===== src/sv/exptok_pkg.sv =====
// Expression tokenizer package: token and error codes, character constants,
// the result record and the operator decode functions.
// Used by every module of the tokenizer; depends on nothing.
`default_nettype none

package exptok_pkg;

  // Token kinds
  localparam logic [4:0] TK_END      = 5'd0;
  localparam logic [4:0] TK_NUMBER   = 5'd1;
  localparam logic [4:0] TK_IDENT    = 5'd2;
  localparam logic [4:0] TK_PLUS     = 5'd3;
  localparam logic [4:0] TK_MINUS    = 5'd4;
  localparam logic [4:0] TK_POW      = 5'd5;
  localparam logic [4:0] TK_STAR     = 5'd6;
  localparam logic [4:0] TK_SLASH    = 5'd7;
  localparam logic [4:0] TK_MOD      = 5'd8;
  localparam logic [4:0] TK_LPAREN   = 5'd9;
  localparam logic [4:0] TK_RPAREN   = 5'd10;
  localparam logic [4:0] TK_EQ       = 5'd11;
  localparam logic [4:0] TK_ASSIGN   = 5'd12;
  localparam logic [4:0] TK_GE       = 5'd13;
  localparam logic [4:0] TK_GT       = 5'd14;
  localparam logic [4:0] TK_LE       = 5'd15;
  localparam logic [4:0] TK_LT       = 5'd16;
  localparam logic [4:0] TK_NE       = 5'd17;
  localparam logic [4:0] TK_LOG_NOT  = 5'd18;
  localparam logic [4:0] TK_LOG_AND  = 5'd19;
  localparam logic [4:0] TK_LOG_OR   = 5'd20;
  localparam logic [4:0] TK_QUESTION = 5'd21;
  localparam logic [4:0] TK_COLON    = 5'd22;
  localparam logic [4:0] TK_COMMA    = 5'd23;
  localparam logic [4:0] TK_ERROR    = 5'd24;

  // Error codes
  localparam logic [2:0] ERR_NONE    = 3'd0;
  localparam logic [2:0] ERR_BAD_NUM = 3'd1;
  localparam logic [2:0] ERR_LONE_AMP = 3'd2;
  localparam logic [2:0] ERR_LONE_BAR = 3'd3;
  localparam logic [2:0] ERR_BAD_CHAR = 3'd4;

  // Character codes
  localparam logic [7:0] CH_TAB      = 8'h09;
  localparam logic [7:0] CH_CR       = 8'h0D;
  localparam logic [7:0] CH_SPACE    = 8'h20;
  localparam logic [7:0] CH_BANG     = 8'h21;
  localparam logic [7:0] CH_PERCENT  = 8'h25;
  localparam logic [7:0] CH_AMP      = 8'h26;
  localparam logic [7:0] CH_LPAREN   = 8'h28;
  localparam logic [7:0] CH_RPAREN   = 8'h29;
  localparam logic [7:0] CH_STAR     = 8'h2A;
  localparam logic [7:0] CH_PLUS     = 8'h2B;
  localparam logic [7:0] CH_COMMA    = 8'h2C;
  localparam logic [7:0] CH_MINUS    = 8'h2D;
  localparam logic [7:0] CH_DOT      = 8'h2E;
  localparam logic [7:0] CH_SLASH    = 8'h2F;
  localparam logic [7:0] CH_ZERO     = 8'h30;
  localparam logic [7:0] CH_NINE     = 8'h39;
  localparam logic [7:0] CH_COLON    = 8'h3A;
  localparam logic [7:0] CH_LT       = 8'h3C;
  localparam logic [7:0] CH_EQUAL    = 8'h3D;
  localparam logic [7:0] CH_GT       = 8'h3E;
  localparam logic [7:0] CH_QUESTION = 8'h3F;
  localparam logic [7:0] CH_UPPER_A  = 8'h41;
  localparam logic [7:0] CH_UPPER_Z  = 8'h5A;
  localparam logic [7:0] CH_CARET    = 8'h5E;
  localparam logic [7:0] CH_UNDER    = 8'h5F;
  localparam logic [7:0] CH_LOWER_A  = 8'h61;
  localparam logic [7:0] CH_LOWER_Z  = 8'h7A;
  localparam logic [7:0] CH_BAR      = 8'h7C;

  // Result queue geometry
  localparam int unsigned RQ_DEPTH    = 4;
  localparam int unsigned RQ_PTR_BITS = 2;
  localparam int unsigned RQ_CNT_BITS = 3;

  // One result item
  typedef struct packed {
    logic [4:0]  kind;
    logic [2:0]  err;
    logic [7:0]  bad;
    logic [15:0] start;
    logic [15:0] len;
    logic [47:0] mant;
    logic [7:0]  frac;
    logic        sat;
    logic        last;
  } result_t;

  // Decode of a single-character operator
  typedef struct packed {
    logic [4:0] kind;
    logic [2:0] err;
    logic [7:0] bad;
  } op_t;

  function automatic op_t single_op(input logic [7:0] c);
    op_t r;
    r.kind = TK_ERROR;
    r.err  = ERR_NONE;
    r.bad  = 8'd0;
    case (c)
      CH_PLUS:     r.kind = TK_PLUS;
      CH_MINUS:    r.kind = TK_MINUS;
      CH_CARET:    r.kind = TK_POW;
      CH_STAR:     r.kind = TK_STAR;
      CH_SLASH:    r.kind = TK_SLASH;
      CH_PERCENT:  r.kind = TK_MOD;
      CH_LPAREN:   r.kind = TK_LPAREN;
      CH_RPAREN:   r.kind = TK_RPAREN;
      CH_EQUAL:    r.kind = TK_ASSIGN;
      CH_GT:       r.kind = TK_GT;
      CH_LT:       r.kind = TK_LT;
      CH_BANG:     r.kind = TK_LOG_NOT;
      CH_AMP:      r.err  = ERR_LONE_AMP;
      CH_BAR:      r.err  = ERR_LONE_BAR;
      CH_QUESTION: r.kind = TK_QUESTION;
      CH_COLON:    r.kind = TK_COLON;
      CH_COMMA:    r.kind = TK_COMMA;
      default: begin
        r.err = ERR_BAD_CHAR;
        r.bad = c;
      end
    endcase
    return r;
  endfunction

  // Two-character operator for pending p then c; TK_END when no pair matches
  function automatic logic [4:0] pair_op(input logic [7:0] p, input logic [7:0] c);
    logic [4:0] k;
    k = TK_END;
    if (p == CH_STAR && c == CH_STAR) begin
      k = TK_POW;
    end else if (c == CH_EQUAL && p == CH_EQUAL) begin
      k = TK_EQ;
    end else if (c == CH_EQUAL && p == CH_GT) begin
      k = TK_GE;
    end else if (c == CH_EQUAL && p == CH_LT) begin
      k = TK_LE;
    end else if (c == CH_EQUAL && p == CH_BANG) begin
      k = TK_NE;
    end else if (p == CH_AMP && c == CH_AMP) begin
      k = TK_LOG_AND;
    end else if (p == CH_BAR && c == CH_BAR) begin
      k = TK_LOG_OR;
    end
    return k;
  endfunction

endpackage

`default_nettype wire


===== src/sv/expression_tokenizer.sv =====
// Expression tokenizer, top level: input register, scanner and result queue.
// Depends on exptok_pkg, exptok_scan and exptok_fifo.
//
// Takes one source character (or an end-of-source marker) per item and gives
// tokens: numbers as decimal mantissa plus fraction-digit count, identifiers
// as offset and length, operators, errors and END. An item is taken in every
// cycle unless input stalls; it is held in the input register and scanned
// from there in one pass. Its results are then written to the queue, whose
// head drives the output straight from the queue registers. Most items give
// zero or one result; one that closes a pending token and also makes a token
// of its own gives two, which leave at one per cycle while the output is not
// stalled. Results wait in a four-entry queue, and input stalls while that
// queue holds more than two, so a run of two-result items is paced by the
// single output port.
`default_nettype none

module expression_tokenizer #(
  parameter int unsigned POSITION_BITS = 16,
  parameter int unsigned MANTISSA_BITS = 48
) (
  input  logic        clk_i,
  input  logic        rst_ni,
  input  logic        in_valid_i,
  output logic        in_stall_o,
  input  logic        kind_i,
  input  logic [7:0]  char_code_i,
  output logic        out_valid_o,
  input  logic        out_stall_i,
  output logic [4:0]  token_kind_o,
  output logic [2:0]  error_code_o,
  output logic [7:0]  bad_char_o,
  output logic [15:0] start_offset_o,
  output logic [15:0] token_length_o,
  output logic [47:0] mantissa_o,
  output logic [7:0]  frac_digits_o,
  output logic        mantissa_saturated_o,
  output logic        last_o
);
  import exptok_pkg::*;

  logic       in_vld_q;
  logic       kind_q;
  logic [7:0] char_q;
  logic       room, go, pop;
  result_t    res0, res1, head;
  logic       vld0, vld1;

  // input register: loads whenever it is not held by a queue that lacks room for two results
  assign go         = in_vld_q && room;
  assign in_stall_o = in_vld_q && !room;

  always_ff @(posedge clk_i or negedge rst_ni) begin
    if (!rst_ni) begin
      in_vld_q <= 1'b0;
    end else if (!in_stall_o) begin
      in_vld_q <= in_valid_i;
    end
  end

  always_ff @(posedge clk_i) begin
    if (in_valid_i && !in_stall_o) begin
      kind_q <= kind_i;
      char_q <= char_code_i;
    end
  end

  exptok_scan #(
    .POSITION_BITS (POSITION_BITS),
    .MANTISSA_BITS (MANTISSA_BITS)
  ) u_scan (
    .clk_i  (clk_i),
    .rst_ni (rst_ni),
    .go_i   (go),
    .kind_i (kind_q),
    .char_i (char_q),
    .res0_o (res0),
    .res1_o (res1),
    .vld0_o (vld0),
    .vld1_o (vld1)
  );

  exptok_fifo u_fifo (
    .clk_i      (clk_i),
    .rst_ni     (rst_ni),
    .push0_i    (vld0),
    .push1_i    (vld1),
    .data0_i    (res0),
    .data1_i    (res1),
    .pop_i      (pop),
    .head_o     (head),
    .nonempty_o (out_valid_o),
    .room_o     (room)
  );

  assign pop = out_valid_o && !out_stall_i;

  // result item fields
  assign token_kind_o         = head.kind;
  assign error_code_o         = head.err;
  assign bad_char_o           = head.bad;
  assign start_offset_o       = head.start;
  assign token_length_o       = head.len;
  assign mantissa_o           = head.mant;
  assign frac_digits_o        = head.frac;
  assign mantissa_saturated_o = head.sat;
  assign last_o               = head.last;

endmodule

`default_nettype wire


===== src/sv/exptok_fifo.sv =====
// Result queue of the expression tokenizer: four entries, up to two pushes
// and one pop per cycle, head shown straight from the register array.
// Depends on exptok_pkg.
`default_nettype none

module exptok_fifo (
  input  logic                 clk_i,
  input  logic                 rst_ni,
  input  logic                 push0_i,
  input  logic                 push1_i,
  input  exptok_pkg::result_t  data0_i,
  input  exptok_pkg::result_t  data1_i,
  input  logic                 pop_i,
  output exptok_pkg::result_t  head_o,
  output logic                 nonempty_o,
  output logic                 room_o
);
  import exptok_pkg::*;

  result_t                mem_q [RQ_DEPTH];
  logic [RQ_PTR_BITS-1:0] wr_q, wr_d;
  logic [RQ_PTR_BITS-1:0] rd_q, rd_d;
  logic [RQ_CNT_BITS-1:0] cnt_q, cnt_d;
  logic [RQ_PTR_BITS-1:0] wr_next;

  // pointer and fill arithmetic
  always_comb begin
    wr_next = wr_q + RQ_PTR_BITS'(1);
    wr_d    = wr_q + RQ_PTR_BITS'(push0_i) + RQ_PTR_BITS'(push1_i);
    rd_d    = rd_q + RQ_PTR_BITS'(pop_i);
    cnt_d   = cnt_q + RQ_CNT_BITS'(push0_i) + RQ_CNT_BITS'(push1_i)
              - RQ_CNT_BITS'(pop_i);
  end

  always_ff @(posedge clk_i or negedge rst_ni) begin
    if (!rst_ni) begin
      wr_q  <= '0;
      rd_q  <= '0;
      cnt_q <= '0;
    end else begin
      wr_q  <= wr_d;
      rd_q  <= rd_d;
      cnt_q <= cnt_d;
    end
  end

  // storage: second push lands one slot after the first
  always_ff @(posedge clk_i) begin
    if (push0_i) begin
      mem_q[wr_q] <= data0_i;
    end
    if (push1_i) begin
      mem_q[wr_next] <= data1_i;
    end
  end

  assign head_o     = mem_q[rd_q];
  assign nonempty_o = (cnt_q != '0);
  // room for the worst case of two results from one item
  assign room_o     = (cnt_q <= RQ_CNT_BITS'(RQ_DEPTH - 2));

endmodule

`default_nettype wire


===== src/sv/exptok_scan.sv =====
// Scanner of the expression tokenizer: holds the scan state and turns one
// character or end item into at most two result items in a single pass.
// Depends on exptok_pkg.
`default_nettype none

module exptok_scan #(
  parameter int unsigned POSITION_BITS = 16,
  parameter int unsigned MANTISSA_BITS = 48
) (
  input  logic                 clk_i,
  input  logic                 rst_ni,
  input  logic                 go_i,
  input  logic                 kind_i,
  input  logic [7:0]           char_i,
  output exptok_pkg::result_t  res0_o,
  output exptok_pkg::result_t  res1_o,
  output logic                 vld0_o,
  output logic                 vld1_o
);
  import exptok_pkg::*;

  localparam logic [1:0] MODE_IDLE  = 2'd0;
  localparam logic [1:0] MODE_NUM   = 2'd1;
  localparam logic [1:0] MODE_IDENT = 2'd2;
  localparam logic [1:0] MODE_OP    = 2'd3;

  localparam int unsigned PB = POSITION_BITS;
  localparam int unsigned MB = MANTISSA_BITS;

  // scan state
  logic [1:0]    mode_q, mode_d;
  logic [7:0]    pend_q, pend_d;
  logic          dot_q, dot_d;
  logic          dig_q, dig_d;
  logic [PB-1:0] pos_q, pos_d;
  logic [PB-1:0] start_q, start_d;
  logic [MB-1:0] acc_q, acc_d;
  logic [7:0]    frac_q, frac_d;
  logic          ovf_q, ovf_d;
  logic [15:0]   len_q, len_d;

  // character classes
  logic       is_digit, is_alpha, is_space, is_word, is_opstart;
  logic [3:0] dig_val;

  logic [MB+3:0] acc_x10;
  logic          acc_ovf;
  logic [MB-1:0] acc_add;
  logic          frac_full;
  logic [15:0]   len_inc;
  logic [4:0]    pair_k;
  op_t           pend_op, char_op;
  result_t       flush_res, char_res;
  logic          flush_vld, char_vld, use_flush, cont;

  always_comb begin
    is_digit   = char_i inside {[CH_ZERO:CH_NINE]};
    is_alpha   = char_i inside {[CH_LOWER_A:CH_LOWER_Z], [CH_UPPER_A:CH_UPPER_Z]};
    is_space   = char_i inside {CH_SPACE, [CH_TAB:CH_CR]};
    is_word    = is_alpha || is_digit || (char_i == CH_UNDER);
    is_opstart = char_i inside {CH_STAR, CH_EQUAL, CH_GT, CH_LT, CH_BANG, CH_AMP,
                                CH_BAR};
    dig_val    = char_i[3:0];
  end

  // mantissa times ten plus digit; any carry above MB bits is saturation
  always_comb begin
    acc_x10   = ({4'd0, acc_q} << 3) + ({4'd0, acc_q} << 1) + (MB + 4)'(dig_val);
    acc_ovf   = |acc_x10[MB+3:MB];
    acc_add   = acc_ovf ? {MB{1'b1}} : acc_x10[MB-1:0];
    frac_full = (frac_q == 8'hFF);
    len_inc   = (len_q == 16'hFFFF) ? len_q : len_q + 16'd1;
    pair_k    = pair_op(pend_q, char_i);
    pend_op   = single_op(pend_q);
    char_op   = single_op(char_i);
  end

  // result for the token that is pending when the scan state is left
  always_comb begin
    flush_res       = '0;
    flush_res.start = 16'(start_q);
    flush_vld       = (mode_q != MODE_IDLE);
    case (mode_q)
      MODE_NUM: begin
        flush_res.len = len_q;
        if (dig_q) begin
          flush_res.kind = TK_NUMBER;
          flush_res.mant = 48'(acc_q);
          flush_res.frac = frac_q;
          flush_res.sat  = ovf_q;
        end else begin
          flush_res.kind = TK_ERROR;
          flush_res.err  = ERR_BAD_NUM;
        end
      end
      MODE_IDENT: begin
        flush_res.kind = TK_IDENT;
        flush_res.len  = len_q;
      end
      MODE_OP: begin
        flush_res.kind = pend_op.kind;
        flush_res.err  = pend_op.err;
        flush_res.bad  = pend_op.bad;
        flush_res.len  = 16'd1;
      end
      default: begin
      end
    endcase
  end

  // next scan state and the item's own result
  always_comb begin
    mode_d    = mode_q;
    pend_d    = pend_q;
    dot_d     = dot_q;
    dig_d     = dig_q;
    pos_d     = pos_q + PB'(1);
    start_d   = start_q;
    acc_d     = acc_q;
    frac_d    = frac_q;
    ovf_d     = ovf_q;
    len_d     = len_q;
    char_res  = '0;
    char_vld  = 1'b0;
    use_flush = 1'b0;
    cont      = 1'b0;

    if (kind_i) begin
      // end of source: flush, END, back to the reset state
      use_flush      = flush_vld;
      char_res.kind  = TK_END;
      char_res.start = 16'(pos_q);
      char_vld       = 1'b1;
      mode_d         = MODE_IDLE;
      pend_d         = 8'd0;
      dot_d          = 1'b0;
      dig_d          = 1'b0;
      pos_d          = '0;
      start_d        = '0;
      acc_d          = '0;
      frac_d         = 8'd0;
      ovf_d          = 1'b0;
      len_d          = 16'd0;
    end else begin
      // continue the pending token where the character fits it
      case (mode_q)
        MODE_NUM: begin
          if (is_digit) begin
            cont  = 1'b1;
            acc_d = acc_add;
            ovf_d = ovf_q || acc_ovf || (dot_q && frac_full);
            if (dot_q && !frac_full) begin
              frac_d = frac_q + 8'd1;
            end
            dig_d = 1'b1;
            len_d = len_inc;
          end else if (char_i == CH_DOT && !dot_q) begin
            cont  = 1'b1;
            dot_d = 1'b1;
            len_d = len_inc;
          end
        end
        MODE_IDENT: begin
          if (is_word) begin
            cont  = 1'b1;
            len_d = len_inc;
          end
        end
        MODE_OP: begin
          if (pair_k != TK_END) begin
            cont           = 1'b1;
            char_res.kind  = pair_k;
            char_res.start = 16'(start_q);
            char_res.len   = 16'd2;
            char_vld       = 1'b1;
            mode_d         = MODE_IDLE;
          end
        end
        default: begin
        end
      endcase

      // otherwise close the pending token and classify the character afresh
      if (!cont) begin
        use_flush = flush_vld;
        mode_d    = MODE_IDLE;
        if (is_space) begin
          mode_d = MODE_IDLE;
        end else if (is_digit || char_i == CH_DOT || is_alpha ||
                     char_i == CH_UNDER || is_opstart) begin
          start_d = pos_q;
          len_d   = 16'd1;
          dot_d   = 1'b0;
          dig_d   = 1'b0;
          acc_d   = '0;
          frac_d  = 8'd0;
          ovf_d   = 1'b0;
          if (is_digit) begin
            mode_d = MODE_NUM;
            dig_d  = 1'b1;
            acc_d  = MB'(dig_val);
          end else if (char_i == CH_DOT) begin
            mode_d = MODE_NUM;
            dot_d  = 1'b1;
          end else if (is_opstart) begin
            mode_d = MODE_OP;
            pend_d = char_i;
          end else begin
            mode_d = MODE_IDENT;
          end
        end else begin
          char_res.kind  = char_op.kind;
          char_res.err   = char_op.err;
          char_res.bad   = char_op.bad;
          char_res.start = 16'(pos_q);
          char_res.len   = 16'd1;
          char_vld       = 1'b1;
        end
      end
    end
  end

  // order the results; the final one carries last
  always_comb begin
    res0_o      = use_flush ? flush_res : char_res;
    res0_o.last = !(use_flush && char_vld);
    res1_o      = char_res;
    res1_o.last = 1'b1;
    vld0_o      = go_i && (use_flush || char_vld);
    vld1_o      = go_i && use_flush && char_vld;
  end

  always_ff @(posedge clk_i or negedge rst_ni) begin
    if (!rst_ni) begin
      mode_q  <= MODE_IDLE;
      pend_q  <= 8'd0;
      dot_q   <= 1'b0;
      dig_q   <= 1'b0;
      pos_q   <= '0;
      start_q <= '0;
      acc_q   <= '0;
      frac_q  <= 8'd0;
      ovf_q   <= 1'b0;
      len_q   <= 16'd0;
    end else if (go_i) begin
      mode_q  <= mode_d;
      pend_q  <= pend_d;
      dot_q   <= dot_d;
      dig_q   <= dig_d;
      pos_q   <= pos_d;
      start_q <= start_d;
      acc_q   <= acc_d;
      frac_q  <= frac_d;
      ovf_q   <= ovf_d;
      len_q   <= len_d;
    end
  end

endmodule

`default_nettype wire


===== config.mk =====
export PLATFORM = sky130hd
export DESIGN_NAME = expression_tokenizer
export DESIGN_NICKNAME = d
export VERILOG_FILES = /design/src/sv/exptok_pkg.sv /design/src/sv/expression_tokenizer.sv /design/src/sv/exptok_fifo.sv /design/src/sv/exptok_scan.sv
export SDC_FILE = /design/constraint.sdc
export NUM_CORES = 1
export LEC_CHECK = 0
export ABC_CLOCK_PERIOD_IN_PS = 5100
export BUFFER_PORTS_ARGS = -buffer_cell sky130_fd_sc_hd__buf_4
export CAP_MARGIN = 20
export CORE_MARGIN = 10
export CORE_UTILIZATION = 60
export DETAILED_ROUTE_END_ITERATION = 10
export PLACE_DENSITY_LB_ADDON = 0.05
export SKIP_CTS_REPAIR_TIMING = 1
export SLEW_MARGIN = 10
export SYNTH_ARGS = -nofsm -noshare
export SYNTH_HDL_FRONTEND = slang
export SYNTH_SLANG_ARGS = --single-unit
export TNS_END_PERCENT = 5

===== constraint.sdc =====
create_clock -name clk_i -period 5.1 [get_ports clk_i]
set_input_delay 0.51 -clock clk_i [delete_from_list [all_inputs] [get_ports clk_i]]
set_output_delay 0.51 -clock clk_i [all_outputs]
set_load 0.03 [all_outputs]

; ---- Word level (Yosys, flattened, before mapping)
; Memories as Yosys holds them, arrays and structs flattened.
; Index checks and enable logic that the tools add are counted.
[classes]
addsub = 12
magnitude_cmp = 9
eq_ne = 48
muxes = 117
reduce_logical = 54
[ops]
columns = operator, count
row1 = two-way mux 48 bit, 10
row2 = "equality test 8 x 6 -> 1 bit, second input constant", 32
row3 = two-way mux 16 bit, 15
row4 = case mux 5 bit (15 select lines), 2
row5 = two-way mux 8 bit, 17
row6 = two-way mux 57 bit, 2
row7 = two-way mux 106 bit, 1
row8 = two-way mux 32 bit, 2
row9 = case mux 16 bit (2 select lines), 2
row10 = two-way mux 5 bit, 11
row11 = adder 51 x 49 -> 52 bit, 1
row12 = adder 52 x 4 -> 52 bit, 1
row13 = "equality test 8 x 7 -> 1 bit, second input constant", 5
row14 = two-way mux 1 bit, 40
row15 = OR reduction 17 bit, 2
row16 = "adder 16 x 1 -> 16 bit, second input constant", 2
row17 = OR reduction 15 bit, 2
row18 = logical AND 1 bit, 22
row19 = case mux 3 bit (3 select lines), 2
row20 = "equality test 16 bit, second input constant", 1
row21 = ">= comparator 8 x 7 -> 1 bit, second input constant", 2
row22 = "<= comparator 8 x 7 -> 1 bit, second input constant", 2
row23 = two-way mux 2 bit, 8
row24 = case mux 5 bit (3 select lines), 1
row25 = other kinds (31), 55
[word_totals]
ff_bits = 134
ram_bits = 424
in_bits = 13
output_inout_bits = 108
wordCells = 257
n_memories = 1
[memory_table]
columns = name, words, word_bits, read_ports, rd_ports_with_merged_regs, wr, line
row1 = u_fifo.mem_q, 4, 106, 1, 0, 2, exptok_fifo.sv:20  ; result_t mem_q [RQ_DEPTH];

; ---- Depth between registers and ports, before layout
[logic_depth]
depth_word = 21
ltp_mapped = 17
depth_no_buf = 14

; ---- Modules after synthesis
; Synthesis repeated with hierarchy kept, for this count alone.
[unflattened]
hier_cells = 2655
area_unflattened_um2 = 33360.7
[modules_own_cells]
columns = module, instances, cells_each, area_per_inst_um2, seq_area_each_um2
row1 = exptok_fifo, 1, 1060, 20706.1, 12907.4
row2 = exptok_scan, 1, 1579, 12314.3, 2927.8
row3 = expression_tokenizer, 1, 16, 340.3, 295.3

; ---- Worst setup path after synthesis
; OpenSTA, ideal clock, no wires.
[synth_timing]
kind = register to register
start = register char_q[3]
end = register u_scan.acc_q[26]
setup_time_ns = 0.124
t_arrival_ns = 4.150
required_ns = 4.976
slack_ns = 0.826
stages_incl_launch_ff = 18
path_buffers = 3
path_cell_list = edfxtp_1 -> buf_2 -> inv_1 -> fa_1 -> inv_1 -> fa_1 -> a211oi_1 -> o21ai_1 -> a221o_1 -> a211o_1 -> a21oi_1 -> o221ai_1 -> o211ai_1 -> nand4b_1 -> and2_1 -> buf_2 -> buf_2 -> a211o_1
[synth_between]
elab_chain_len = 15
word_cells_on_any_way = 62
[synth_rtl]
columns = item, line
row1 = from (decl), expression_tokenizer.sv:43  ; logic [7:0] char_q;
row2 = from (signal assigned), expression_tokenizer.sv:63  ; char_q <= char_code_i;
row3 = "parallel branches: the longest is 13 deep, another holds adder 52 x 4 -> 52 bit", -
row4 = two-way mux 48 bit (*), exptok_scan.sv:184  ; if (!cont) begin
row5 = two-way mux 48 bit (*), exptok_scan.sv:128  ; if (kind_i) begin
row6 = to (signal assigned), exptok_scan.sv:241  ; acc_q <= '0;
row7 = to (signal assigned), exptok_scan.sv:252  ; acc_q <= acc_d;
row8 = to (decl), exptok_scan.sv:37  ; logic [MB-1:0] acc_q, acc_d;
; Every way passes the cells marked *. The select of a mux whose other input is x is not followed.
; A chain may end at the register's enable or synchronous reset.

; ---- Worst setup path in the final report
[layout_timing]
start = register u_scan.acc_q[2]
end = register u_scan.acc_q[17]
[layout_between]
elab_chain_len = 10
[layout_rtl]
columns = item, line
row1 = adder 51 x 49 -> 52 bit (*), exptok_scan.sv:68  ; acc_x10 = ({4'd0, acc_q} << 3) + ({4'd0, acc_q} << 1) + (MB + 4)'(dig_val);
row2 = adder 52 x 4 -> 52 bit (*), exptok_scan.sv:68
row3 = OR reduction 4 bit, exptok_scan.sv:69  ; acc_ovf = |acc_x10[MB+3:MB];
row4 = two-way mux 48 bit (*), exptok_scan.sv:70  ; acc_add = acc_ovf ? {MB{1'b1}} : acc_x10[MB-1:0];
row5 = two-way mux 48 bit (*), exptok_scan.sv:148  ; if (is_digit) begin
row6 = two-way mux 48 bit (*), exptok_scan.sv:146  ; case (mode_q)
row7 = two-way mux 48 bit, exptok_scan.sv:189  ; end else if (is_digit || char_i == CH_DOT || is_alpha ||
row8 = two-way mux 48 bit, exptok_scan.sv:187  ; if (is_space) begin
row9 = two-way mux 48 bit (*), exptok_scan.sv:184
row10 = two-way mux 48 bit (*), exptok_scan.sv:128
; Every way passes the cells marked *; elsewhere a longest branch is shown, timed or not.

==> run_results.csv <==
group,metric,value,unit
synthesis,yosysTopAreaCell,"dfxtp_1",
synthesis,yosysWarnings,0,
clock_network,clk_pin_slew,70,ps
synthesis,synth_edf_count,145,
power,power.total,13800,uW
status,status,"finished, violations left",
synthesis,synth_cell_types,85,
synthesis,synth.avg_cell_area,11.1,sq um
power,p_leak,0.0126,uW
placement,io_buffers,120,
route,dr.pass1.iters,5,
worst_setup_path,max_stage_delay,480,ps
final_layout,fillCellCount,3358,
die,rows,78,
worst_setup_path,cp.required,5600,ps
flow_run,max_cap_violations,0,
sta,max_freq,211,MHz
sta,setup_tns,0,ps
worst_setup_path,critical_path_class,"reg -> reg",
global_routing,top_usage_layer,"met2",
synthesis,yosysSeqAreaShare,47.7,%
route,wire_per_inst,24.1,um
worst_setup_path,crit_path_start_kind,"flip-flop",
clock_network,htree_levels,2,
worst_setup_path,worstPathArrival,5240,ps
synthesis,synthArstFlopShare,22.4,%
route,drtIter0Drc,2217,
synthesis,synthesis.area,27800,sq um
power,power_density,446,nW/um^2
final_layout,drive_gt1_share,16.5,%
synthesis,yosys_register_bits,558,
sta,setup_viol,0,
final_layout,n_antenna_cell,0,
sta,tightestPinTransition,1070,ps
final_layout,postLayoutCoreUtil,68.0,%
route,wirelength,76.5,mm
placement,placed_area,29200,sq um
synthesis,synth.top_cells.by_area,"dfxtp_1 21%, edfxtp_1 16%, dfrtp_1 11%",
clock_network,cts_max_path_buffers,3,
route,dr_total_vias,21600,
sta,final_max_slew_viol_count,0,
status,violations,"hold timing",
clock_network,cts_made_buffers,55,
sta,rsz0062_at_grt,"no",
sta,hold_viol,32,
placement,detailed_place_hpwl,47.9,mm
die,ios,121,
clock_network,cts_tree,"done",
final_layout,finalNetCount,2653,
final_layout,multi_input_area,13600,sq um
power,ir_drop,0.422,mV
route,via_per_inst,6.80,
die,start_util,61.0,%
sta,maxSlewHeadroom,28.9,%
global_routing,use_met2,46.0,%
placement,gp_congestion,0.911,
die,die_w,235,um
sta,skew,14.1,ps
sta,finalCritPeriodShare,93.0,%
synthesis,synth_nets,2620,
global_routing,grt_max_degree,87,
route,route.detailed.drc,0,
die,die_h,235,um
global_routing,track_usage,26.8,%
worst_setup_path,endpoint_kind,"flip-flop",
final_layout,regArea,13300,sq um
die,core,45600,sq um
die,die_area,55300,sq um
global_routing,grt-ovfl-total,0,
hold_path,min_path_type,"in -> async",
global_routing,grtUsageMet3,3.40,%
final_layout,design_area,31000,sq um
clock_network,clock_latency,620,ps
clock_network,cts_root_buf,"clkbuf_16",
global_routing,antenna_found_initial,0,
worst_setup_path,path_max_fanout,30,
worst_setup_path,critical_path.slowest_cell,"fa_1",
route,drtAntennaViolNets,0,
sta,min_period,4740,ps
synthesis,synth_top_area_share,20.7,%
final_layout,area.growth.synth_to_final,11.5,%
worst_setup_path,crit_chain,"inv_1, fa_1, inv_1, fa_1, a211oi_1, o21ai_1, a221o_1, a211o_1, a21oi_1, o221ai_1, o211ai_1, nand4b_1, buf_4, and2_1, buf_4, a221o_1",
synthesis,synth_cells,2497,
global_routing,grt_pass1_wl,122,mm
global_routing,grt_use_met1,34.1,%
global_routing,grt_pass1_vias,21300,
sta,holdWs,-25.8,ps
synthesis,synth-main-ff-cell,"dfxtp_1",
clock_network,clock-sinks,558,
==> through the flow <==
stage,std cells,setup slack [ps]
after floorplan,2497,826
after global placement,3073,560
after detailed placement,3073,401
after CTS,3175,360
after global routing,3175,85.6
final,3175,357
==> state kept, by name (all words and copies together) (netlist names) <==
register,flops
u_scan.frac_q,8
u_scan.mode_q,2
u_scan.acc_q,48
in_vld_q,1
u_fifo.cnt_q,3
u_scan.dig_q,1
u_scan.len_q,16
u_scan.pend_q,8
kind_q,1
u_fifo.rd_q,2
u_scan.pos_q,16
char_q,8
u_scan.start_q,16
u_fifo.wr_q,2
u_fifo.mem_q,424
u_scan.dot_q,1
u_scan.ovf_q,1
==> worst max-delay path, delay by kind of cell, from the launching register on <==
kind	cells	cell delay (ps)
DFF	1	470
adders and majority gates	2	960
buffers and inverters	4	590
and+or+nand+nor	2	290
AOI/OAI and AO/OA	8	2290
==> power by group <==
part           leakage, uW  switching (uW)  internal (uW)  total (uW)
registers          0.00538             512           4990        5500
logic              0.00631            2810           1440        4250
clock network     0.000883            1760           2310        4070
total               0.0126            5070           8740       13800
==> final cells by class <==
class                      count  share of cell area, %
multi-input combinational   1700                   43.9
timing repair buffer         181                   4.72
sequential                   558                   42.8
tap                          600                   2.42
inverter                      34                  0.412
clock buffer                  74                   4.93
clock inverter                28                  0.856
==> synth_stat cells, types with 16 or more instances <==
library cell / instances
a21o_1: 25
xnor2_1: 32
clkbuf_1: 119
buf_1: 24
dfxtp_1: 288
a22o_1: 346
xor2_1: 28
nor3_1: 27
nor2_1: 100
o2bb2ai_1: 24
mux4_2: 106
a21oi_1: 124
o22ai_1: 24
nand3_1: 57
o21ai_0: 130
o21a_1: 16
ha_1: 105
nand2_1: 221
dfrtp_1: 125
a221o_1: 41
nand2b_1: 21
inv_1: 34
edfxtp_1: 145
buf_2: 53
and3_1: 19
nand4_1: 25
==> layout by cell type (no fill, tap or decap), types with 41 or more instances in the layout <==
cell type / count
a22o_1: 346
dfxtp_1: 288
nand2_1: 221
buf_4: 172
edfxtp_1: 145
o21ai_0: 130
a21oi_1: 124
dfrtp_1: 123
mux4_2: 106
ha_1: 105
nor2_1: 96
nand3_1: 57
clkbuf_16: 56
a221o_1: 41
==> layer usage <==
metal | vias to the layer above | wire, um
li1 | 9747 | -
met1 | 10700 | 31000
met2 | 932 | 38000
met3 | 169 | 5080
met4 | 0 | 2490
met5 | - | 0
==> cell families (layout without fill, tap and decap cells) <==
group	after synthesis	after routing	synth area share, %
buf+inv	239	317	3.71
flops	558	558	47.7
mux	111	111	8.78
fa+ha+maj	110	110	5.09
compound gates	857	857	23.2
xor+xnor	60	60	1.89
simple gates	562	562	9.74
==> final timing paths <==
check                              startpoint                 end  slack [ps]  depth (start not counted)
setup / recovery              u_scan.acc_q[2]    u_scan.acc_q[17]         360                         16
setup reg to reg              u_scan.acc_q[2]    u_scan.acc_q[17]         360                         16
hold reg to reg            u_fifo.mem_q[3][0]  u_fifo.mem_q[3][0]         470                          1
max in group asynchronous              rst_ni    u_scan.acc_q[31]        3910                          2
hold / removal                         rst_ni    u_scan.acc_q[18]         -30                          1
min in group clk_i             char_code_i[7]           char_q[7]          70                          1
(Power assumes the default switching activity.)
